===== config.mk =====
export PLATFORM = sky130hd
export DESIGN_NAME = awbs_map
export DESIGN_NICKNAME = d
export VERILOG_FILES = /design/src/awbs_pkg.sv /design/src/awbs_map.sv
export SDC_FILE = /design/constraint.sdc
export NUM_CORES = 2
export LEC_CHECK = 0
export ABC_AREA = 1
export BUFFER_PORTS_ARGS = -buffer_cell sky130_fd_sc_hd__buf_2
export CAP_MARGIN = 20
export CORE_MARGIN = 1.5
export CORE_UTILIZATION = 44
export CTS_CLUSTER_SIZE = 8
export DETAILED_ROUTE_END_ITERATION = 16
export GPL_TIMING_DRIVEN = 0
export HOLD_SLACK_MARGIN = 0.05
export SLEW_MARGIN = 20
export SYNTH_ARGS = -nofsm -noshare
export SYNTH_HDL_FRONTEND = slang
export SYNTH_SLANG_ARGS = --single-unit

===== constraint.sdc =====
create_clock -name clk -period 6.93 [get_ports clk]
set_input_delay 1.386 -clock clk [delete_from_list [all_inputs] [get_ports clk]]
set_output_delay 1.386 -clock clk [all_outputs]
set_load 0.05 [all_outputs]

===== src/awbs_pkg.sv =====
// shared types and constants for the affine warp bilinear sampler
// no dependencies; imported by every module of the block

package awbs_pkg;

	// source store geometry
	localparam int SRC_MAX_SIDE = 256;
	localparam int DST_MAX_SIDE = 128;
	localparam int SIDE_W       = $clog2(SRC_MAX_SIDE);
	localparam int HALF_W       = SIDE_W - 1;
	localparam int NUM_BANKS    = 4;
	localparam int BANK_SEL_W   = 2;
	localparam int BANK_AW      = 2 * HALF_W;
	localparam int BANK_DEPTH   = 1 << BANK_AW;

	// pixel and channel sizes
	localparam int CH_W     = 8;
	localparam int NUM_CH   = 3;
	localparam int PIX_W    = NUM_CH * CH_W;
	localparam int NUM_NBR  = 4;

	// configuration port
	localparam int CFG_W     = 32;
	localparam int CFG_IDX_W = 3;
	localparam int DIM_W     = 9;

	localparam logic [CFG_IDX_W-1:0] REG_INV_A      = 3'd0;
	localparam logic [CFG_IDX_W-1:0] REG_INV_B      = 3'd1;
	localparam logic [CFG_IDX_W-1:0] REG_INV_C      = 3'd2;
	localparam logic [CFG_IDX_W-1:0] REG_INV_D      = 3'd3;
	localparam logic [CFG_IDX_W-1:0] REG_INV_E      = 3'd4;
	localparam logic [CFG_IDX_W-1:0] REG_INV_F      = 3'd5;
	localparam logic [CFG_IDX_W-1:0] REG_SRC_WIDTH  = 3'd6;
	localparam logic [CFG_IDX_W-1:0] REG_SRC_HEIGHT = 3'd7;

	localparam logic [CFG_W-1:0] COEF_ONE = 32'h0001_0000;

	// coordinate arithmetic
	localparam int FRAC_BITS   = 16;
	localparam int PROD_W      = CFG_W + SIDE_W + 1;
	localparam int U_W         = PROD_W + 2;
	localparam int WEIGHT_DROP = 5;
	localparam int WEIGHT_W    = FRAC_BITS + 1 - WEIGHT_DROP;
	localparam int WEIGHT_ONE  = 1 << (WEIGHT_W - 1);
	localparam int BLEND_SHIFT = 2 * (WEIGHT_W - 1);
	localparam int PW_W        = CH_W + WEIGHT_W;
	localparam int PWW_W       = PW_W + WEIGHT_W;

	typedef struct packed {
		logic              mode;
		logic [SIDE_W-1:0] col;
		logic [SIDE_W-1:0] row;
		logic [CH_W-1:0]   in_ch0;
		logic [CH_W-1:0]   in_ch1;
		logic [CH_W-1:0]   in_ch2;
	} in_beat_t;

	typedef struct packed {
		logic [CH_W-1:0] out_ch0;
		logic [CH_W-1:0] out_ch1;
		logic [CH_W-1:0] out_ch2;
		logic            inside_res;
	} out_beat_t;

	// store access issued by the address stage
	typedef struct packed {
		logic                                wr;
		logic [BANK_SEL_W-1:0]               wbank;
		logic [BANK_AW-1:0]                  waddr;
		logic [PIX_W-1:0]                    wdata;
		logic [NUM_BANKS-1:0][BANK_AW-1:0]   raddr;
	} mem_req_t;

	// per-request control handed to the blend stages
	typedef struct packed {
		logic                res;
		logic                hit;
		logic                sx0;
		logic                sy0;
		logic [WEIGHT_W-1:0] wx0;
		logic [WEIGHT_W-1:0] wx1;
		logic [WEIGHT_W-1:0] wy0;
		logic [WEIGHT_W-1:0] wy1;
	} tag_t;

endpackage


===== src/awbs_map.sv =====
// configuration registers and the coordinate stages: products, sums,
// bounds check, weights and bank addresses; depends on awbs_pkg

module awbs_map import awbs_pkg::*; (
	input  logic                 clk,
	input  logic                 arst_n,
	input  logic                 cfg_we,
	input  logic [CFG_IDX_W-1:0] cfg_index,
	input  logic [CFG_W-1:0]     cfg_data,
	input  logic                 adv,
	input  logic                 in_valid,
	input  in_beat_t             in_data,
	output mem_req_t             mem_req,
	output tag_t                 tag
);

	logic signed [CFG_W-1:0] inv_a_q, inv_b_q, inv_c_q, inv_d_q, inv_e_q, inv_f_q;
	logic [DIM_W-1:0]        src_width_q, src_height_q;

	always_ff @(posedge clk or negedge arst_n) begin
		if (!arst_n) begin
			inv_a_q      <= COEF_ONE;
			inv_b_q      <= '0;
			inv_c_q      <= '0;
			inv_d_q      <= '0;
			inv_e_q      <= COEF_ONE;
			inv_f_q      <= '0;
			src_width_q  <= DIM_W'(SRC_MAX_SIDE);
			src_height_q <= DIM_W'(SRC_MAX_SIDE);
		end else if (cfg_we) begin
			case (cfg_index)
				REG_INV_A:      inv_a_q      <= cfg_data;
				REG_INV_B:      inv_b_q      <= cfg_data;
				REG_INV_C:      inv_c_q      <= cfg_data;
				REG_INV_D:      inv_d_q      <= cfg_data;
				REG_INV_E:      inv_e_q      <= cfg_data;
				REG_INV_F:      inv_f_q      <= cfg_data;
				REG_SRC_WIDTH:  src_width_q  <= cfg_data[DIM_W-1:0];
				REG_SRC_HEIGHT: src_height_q <= cfg_data[DIM_W-1:0];
				default: begin
				end
			endcase
		end
	end

	// stage 1: four coefficient products
	logic signed [PROD_W-1:0] x_ext, y_ext;
	logic signed [PROD_W-1:0] ax_s1, by_s1, dx_s1, ey_s1;
	logic                     valid_s1, mode_s1, dst_ok_s1;
	logic [SIDE_W-1:0]        col_s1, row_s1;
	logic [PIX_W-1:0]         pix_s1;

	assign x_ext = $signed(PROD_W'(in_data.col));
	assign y_ext = $signed(PROD_W'(in_data.row));

	// stage 2: source coordinates in signed Q27.16 (U_W bits, 16 fraction bits)
	logic signed [U_W-1:0] u_s2, v_s2;
	logic                  valid_s2, mode_s2, dst_ok_s2;
	logic [SIDE_W-1:0]     col_s2, row_s2;
	logic [PIX_W-1:0]      pix_s2;

	always_ff @(posedge clk or negedge arst_n) begin
		if (!arst_n) begin
			valid_s1 <= 1'b0;
			valid_s2 <= 1'b0;
		end else if (adv) begin
			valid_s1 <= in_valid;
			valid_s2 <= valid_s1;
		end
	end

	always_ff @(posedge clk) begin
		if (adv) begin
			mode_s1   <= in_data.mode;
			col_s1    <= in_data.col;
			row_s1    <= in_data.row;
			pix_s1    <= {in_data.in_ch2, in_data.in_ch1, in_data.in_ch0};
			dst_ok_s1 <= (32'(in_data.col) < DST_MAX_SIDE) && (32'(in_data.row) < DST_MAX_SIDE);
			ax_s1     <= PROD_W'(inv_a_q) * x_ext;
			by_s1     <= PROD_W'(inv_b_q) * y_ext;
			dx_s1     <= PROD_W'(inv_d_q) * x_ext;
			ey_s1     <= PROD_W'(inv_e_q) * y_ext;

			mode_s2   <= mode_s1;
			col_s2    <= col_s1;
			row_s2    <= row_s1;
			pix_s2    <= pix_s1;
			dst_ok_s2 <= dst_ok_s1;
			u_s2      <= U_W'(ax_s1) + U_W'(by_s1) + U_W'(inv_c_q);
			v_s2      <= U_W'(dx_s1) + U_W'(ey_s1) + U_W'(inv_f_q);
		end
	end

	// stage 3: cell, bounds, weights, store access
	logic [SIDE_W-1:0]   sx, sy;
	logic [DIM_W-1:0]    w_eff, h_eff;
	logic                cell_ok;
	logic [FRAC_BITS:0]  rem_u, rem_v;
	logic [NUM_BANKS-1:0][BANK_AW-1:0] raddr_c;

	always_comb begin
		logic [HALF_W-1:0] rr, cc;
		logic [BANK_SEL_W-1:0] bs;
		sx    = u_s2[FRAC_BITS +: SIDE_W];
		sy    = v_s2[FRAC_BITS +: SIDE_W];
		w_eff = (src_width_q > DIM_W'(SRC_MAX_SIDE)) ? DIM_W'(SRC_MAX_SIDE) : src_width_q;
		h_eff = (src_height_q > DIM_W'(SRC_MAX_SIDE)) ? DIM_W'(SRC_MAX_SIDE) : src_height_q;
		// sign bit sits in the high part, so a zero high part also means non-negative
		cell_ok = (u_s2[U_W-1:FRAC_BITS+SIDE_W] == '0)
			&& (v_s2[U_W-1:FRAC_BITS+SIDE_W] == '0)
			&& ((DIM_W'(sx) + DIM_W'(1)) < w_eff)
			&& ((DIM_W'(sy) + DIM_W'(1)) < h_eff);
		rem_u = (FRAC_BITS+1)'(1 << FRAC_BITS) - (FRAC_BITS+1)'(u_s2[FRAC_BITS-1:0]);
		rem_v = (FRAC_BITS+1)'(1 << FRAC_BITS) - (FRAC_BITS+1)'(v_s2[FRAC_BITS-1:0]);
		// even-parity bank of an odd coordinate holds the next row or column
		for (int b = 0; b < NUM_BANKS; b++) begin
			bs = BANK_SEL_W'(b);
			rr = bs[1] ? sy[SIDE_W-1:1] : HALF_W'(sy[SIDE_W-1:1] + HALF_W'(sy[0]));
			cc = bs[0] ? sx[SIDE_W-1:1] : HALF_W'(sx[SIDE_W-1:1] + HALF_W'(sx[0]));
			raddr_c[b] = {rr, cc};
		end
	end

	logic res_s3, wr_s3, inside_s3;
	logic                  sx0_s3, sy0_s3;
	logic [WEIGHT_W-1:0]   wx0_s3, wx1_s3, wy0_s3, wy1_s3;
	logic [BANK_SEL_W-1:0] wbank_s3;
	logic [BANK_AW-1:0]    waddr_s3;
	logic [PIX_W-1:0]      wdata_s3;
	logic [NUM_BANKS-1:0][BANK_AW-1:0] raddr_s3;

	always_ff @(posedge clk or negedge arst_n) begin
		if (!arst_n) begin
			res_s3    <= 1'b0;
			wr_s3     <= 1'b0;
			inside_s3 <= 1'b0;
		end else if (adv) begin
			res_s3    <= valid_s2 && mode_s2;
			wr_s3     <= valid_s2 && !mode_s2;
			inside_s3 <= valid_s2 && mode_s2 && dst_ok_s2 && cell_ok;
		end
	end

	always_ff @(posedge clk) begin
		if (adv) begin
			sx0_s3   <= sx[0];
			sy0_s3   <= sy[0];
			wx0_s3   <= rem_u[FRAC_BITS -: WEIGHT_W];
			wx1_s3   <= WEIGHT_W'(WEIGHT_ONE) - rem_u[FRAC_BITS -: WEIGHT_W];
			wy0_s3   <= rem_v[FRAC_BITS -: WEIGHT_W];
			wy1_s3   <= WEIGHT_W'(WEIGHT_ONE) - rem_v[FRAC_BITS -: WEIGHT_W];
			wbank_s3 <= {row_s2[0], col_s2[0]};
			waddr_s3 <= {row_s2[SIDE_W-1:1], col_s2[SIDE_W-1:1]};
			wdata_s3 <= pix_s2;
			raddr_s3 <= raddr_c;
		end
	end

	assign tag.res = res_s3;
	assign tag.hit = inside_s3;
	assign tag.sx0 = sx0_s3;
	assign tag.sy0 = sy0_s3;
	assign tag.wx0 = wx0_s3;
	assign tag.wx1 = wx1_s3;
	assign tag.wy0 = wy0_s3;
	assign tag.wy1 = wy1_s3;

	assign mem_req.wr    = wr_s3;
	assign mem_req.wbank = wbank_s3;
	assign mem_req.waddr = waddr_s3;
	assign mem_req.wdata = wdata_s3;
	assign mem_req.raddr = raddr_s3;

	a_inside_is_request: assert property (@(posedge clk) disable iff (!arst_n)
		inside_s3 |-> res_s3)
		else $error("inside flag set on a beat that is not a request");

	a_write_not_request: assert property (@(posedge clk) disable iff (!arst_n)
		!(wr_s3 && res_s3))
		else $error("stage 3 beat is both a write and a request");

	a_accept_fills_s1: assert property (@(posedge clk) disable iff (!arst_n)
		adv && in_valid |=> valid_s1)
		else $error("accepted beat missing from stage 1");

endmodule


==> impl_metrics.json <==
{
  "fmax_mhz": 150,
  "clock_tree_from_tritoncts": "done",
  "floorplan.die.width_um": 401,
  "numPlacedInstances": 11000,
  "drt-initial-drc-count": 4514,
  "grt_max_degree": 98,
  "ys_seq_area_frac": 0.271,
  "fp.dieArea_mm2": 0.161,
  "finClkSkew_ns": 0.0338,
  "reg2regPathDepth": 17,
  "status": "completed",
  "boundaryPins": 230,
  "syn2layout_area_growth_pct": 10.1,
  "route.layer.met1.wl_um": 92100,
  "placeableCoreArea_mm2": 0.157,
  "first_pass_grt_wire_length_um": 338000,
  "setup_viol": 0,
  "yosysWarnings": 0,
  "drive_gt1_frac": 0.0513,
  "clock-sinks": 665,
  "timing.hold.worst_path_depth": 0,
  "cts_buffer_depth": 3,
  "finalWeightedCongestion": 0.968,
  "finish.cell_count_without_fillers": 11200,
  "site_rows": 145,
  "cts_max_level": 3,
  "met2_length_um": 99800,
  "worstSkewPairLatency_ns": 0.72,
  "synth_top_flop_cell": "edfxtp_1",
  "io_buffers": 229,
  "dp_hpwl_um": 179000,
  "ys_seq_elements": 665,
  "syn_nets": 10100,
  "asr_flop_ratio_synth": 0.323,
  "final_net_count": 10400,
  "final.setup.worst_slack_ns": 0.247,
  "viasPerCell": 4.95,
  "drv.max_cap_violation_count": 0,
  "multi_input_logic_area_mm2": 0.0413,
  "critical_path_arrival_ns": 7.16,
  "drv_slew": 0,
  "dr_total_vias": 55600,
  "grt_antenna_before_repair": 33,
  "worstHoldStart": "pix_s1[21]",
  "path_clk_slew_ns": 0.05,
  "mostFrequentLayoutCell": "nand2_1",
  "clockRootBuffer": "clkbuf_16",
  "remaining_drc_errors": 0,
  "avgRoutedWirePerCell_um": 19.6,
  "critical_path.reg2reg.endpoint": "ey_s1[21]",
  "ys_types": 46,
  "final-seq-area_mm2": 0.0189,
  "first_global_vias": 56000,
  "tritoncts.num_buffers": 97,
  "hold_violations": 0,
  "period_needed_ns": 6.68,
  "wl_met3_um": 16600,
  "maxUsedRoutingLayer": "met5",
  "cp-start-kind": "primary input",
  "most_frequent_cells_in_the_layout": "nand2_1, inv_1, fa_1",
  "drt_wl_total_um": 221000,
  "holdWs_ns": 0.411,
  "worstReg2RegStart": "inv_e_q[16]",
  "synth_enable_flop_cells": 450,
  "synthCells": 8723,
  "layout.filler_cells": 15400,
  "rsz_0062_raised_after_global_routing": "no",
  "tightestPinTransition_ns": 1.23,
  "worst_hold_path.endpoint": "pix_s2[21]",
  "setup.worst_path.class": "in -> reg",
  "postRouteAntennaNets": 0,
  "post_place_setup_slack_ns": -0.437,
  "chipHeight_um": 401,
  "worst_path_max_fanout": 10,
  "timing.critical_path.required_ns": 7.41,
  "max-slew-margin-rel": 0.177,
  "drt_first_pass_iters": 8,
  "syn_avg_cell_area_um2": 8.00,
  "critical_path.endpoint_type": "flip-flop",
  "hold_path.class": "reg -> reg",
  "final_min_period_over_clock_period": 0.964,
  "regToRegSetupSlack_ns": 1.69,
  "synthesis.area_mm2": 0.0698,
  "grt_usage": 0.279,
  "initial_utilization": 0.445,
  "grt.overflow.total": 0
}
-- layer usage --
metal,vias to the layer above,track usage
met2,1848,0.440
met4,2,0.148
li1,26500,-
met1,26900,0.366
met3,344,0.0496
met5,-,0
-- registers in the layout, indices dropped and copies added, names as in the netlist, 12 cells and up --
| signal | cells |
|---|---|
| inv_a_q | 32 |
| inv_f_q | 32 |
| v_s2 | 43 |
| u_s2 | 43 |
| inv_b_q | 32 |
| ey_s1 | 41 |
| pix_s1 | 24 |
| inv_e_q | 32 |
| inv_d_q | 32 |
| waddr_s3 | 14 |
| dx_s1 | 41 |
| wx0_s3 | 12 |
| ax_s1 | 41 |
| pix_s2 | 24 |
| inv_c_q | 32 |
| mem_req | 28 |
| wy0_s3 | 12 |
| by_s1 | 41 |
| wdata_s3 | 24 |
-- worst max-delay path, stage by stage --
cell	delay, ns
buf_2	0.09
clkbuf_1	0.72
buf_1	0.90
nand2_1	0.11
inv_1	0.13
fa_1	0.45
fa_1	0.51
fa_1	0.53
inv_1	0.05
fa_1	0.55
inv_1	0.06
ha_1	0.43
nand2_1	0.12
nor2_1	0.28
nand2_1	0.10
inv_1	0.08
nand4_1	0.08
nand3_1	0.19
xor2_1	0.38
-- cells by family after synthesis --
kind of cell             after synthesis  share of synthesized area
AND/OR/NAND/NOR                     3436                      0.194
buffers and inverters               2509                      0.137
adder cells (fa/ha/maj)             1308                      0.329
flip-flops                           665                      0.271
AO/OA/AOI/OAI                        633                     0.0481
XOR/XNOR                             172                     0.0217
-- worst max-delay path by stage --
stage	start	to	slack [ns]
finish	in_data[28]	ey_s1[21]	0.25
global route	in_data[27]	by_s1[35]	0.04
CTS	in_data[24]	ey_s1[29]	0.30
detailed placement	in_data[24]	ey_s1[29]	-0.44
global placement	adv	inside_s3	-3.94
floorplan	in_data[32]	ax_s1[25]	1.34
-- area by class of cell --
type / count / share of cell area
Timing Repair Buffer: 239 / 0.0184
Buffer: 312 / 0.0172
Clock buffer: 171 / 0.0368
Inverter: 2196 / 0.107
Multi-Input combinational cell: 5549 / 0.538
Antenna cell: 27 / 0.000879
Sequential cell: 665 / 0.246
Clock inverter: 10 / 0.00220
Tap cell: 2058 / 0.0335
-- metrics by stage --
stage | setup TNS [ns] | utilization | area [µm²]
2_1_floorplan | 0 | - | 69800
3_3_place_gp | -1086.23 | 0.468 | 73500
3_5_place_dp | -14.17 | 0.470 | 73800
4_1_cts | 0 | 0.489 | 76800
5_1_grt | 0 | 0.490 | 76800
6_report | 0 | 0.490 | 76900
-- cell usage after synthesis (all sizes together) (32+ instances only) --
library cell,number,share of area
inv,2196,0.12
clkbuf,232,0.012
edfxtp,450,0.19
nor2,490,0.027
nand4,39,0.0035
xor2,118,0.015
fa,876,0.25
nand2,2630,0.14
ha,432,0.077
nor3,32,0.0024
a21oi,260,0.019
o21ai,307,0.022
buf,81,0.0063
dfrtp,211,0.076
nand3,221,0.017
xnor2,54,0.0069
-- timing repair --
action	CTS	global route
hold endpoints to repair	0	0
buffers inserted	0	0
setup endpoints to repair	0	4
hold buffers	0	0
resized for setup	0	0
Power is not shown: default switching activity piles up to over one toggle a cycle in this logic, so the estimate is an artifact.
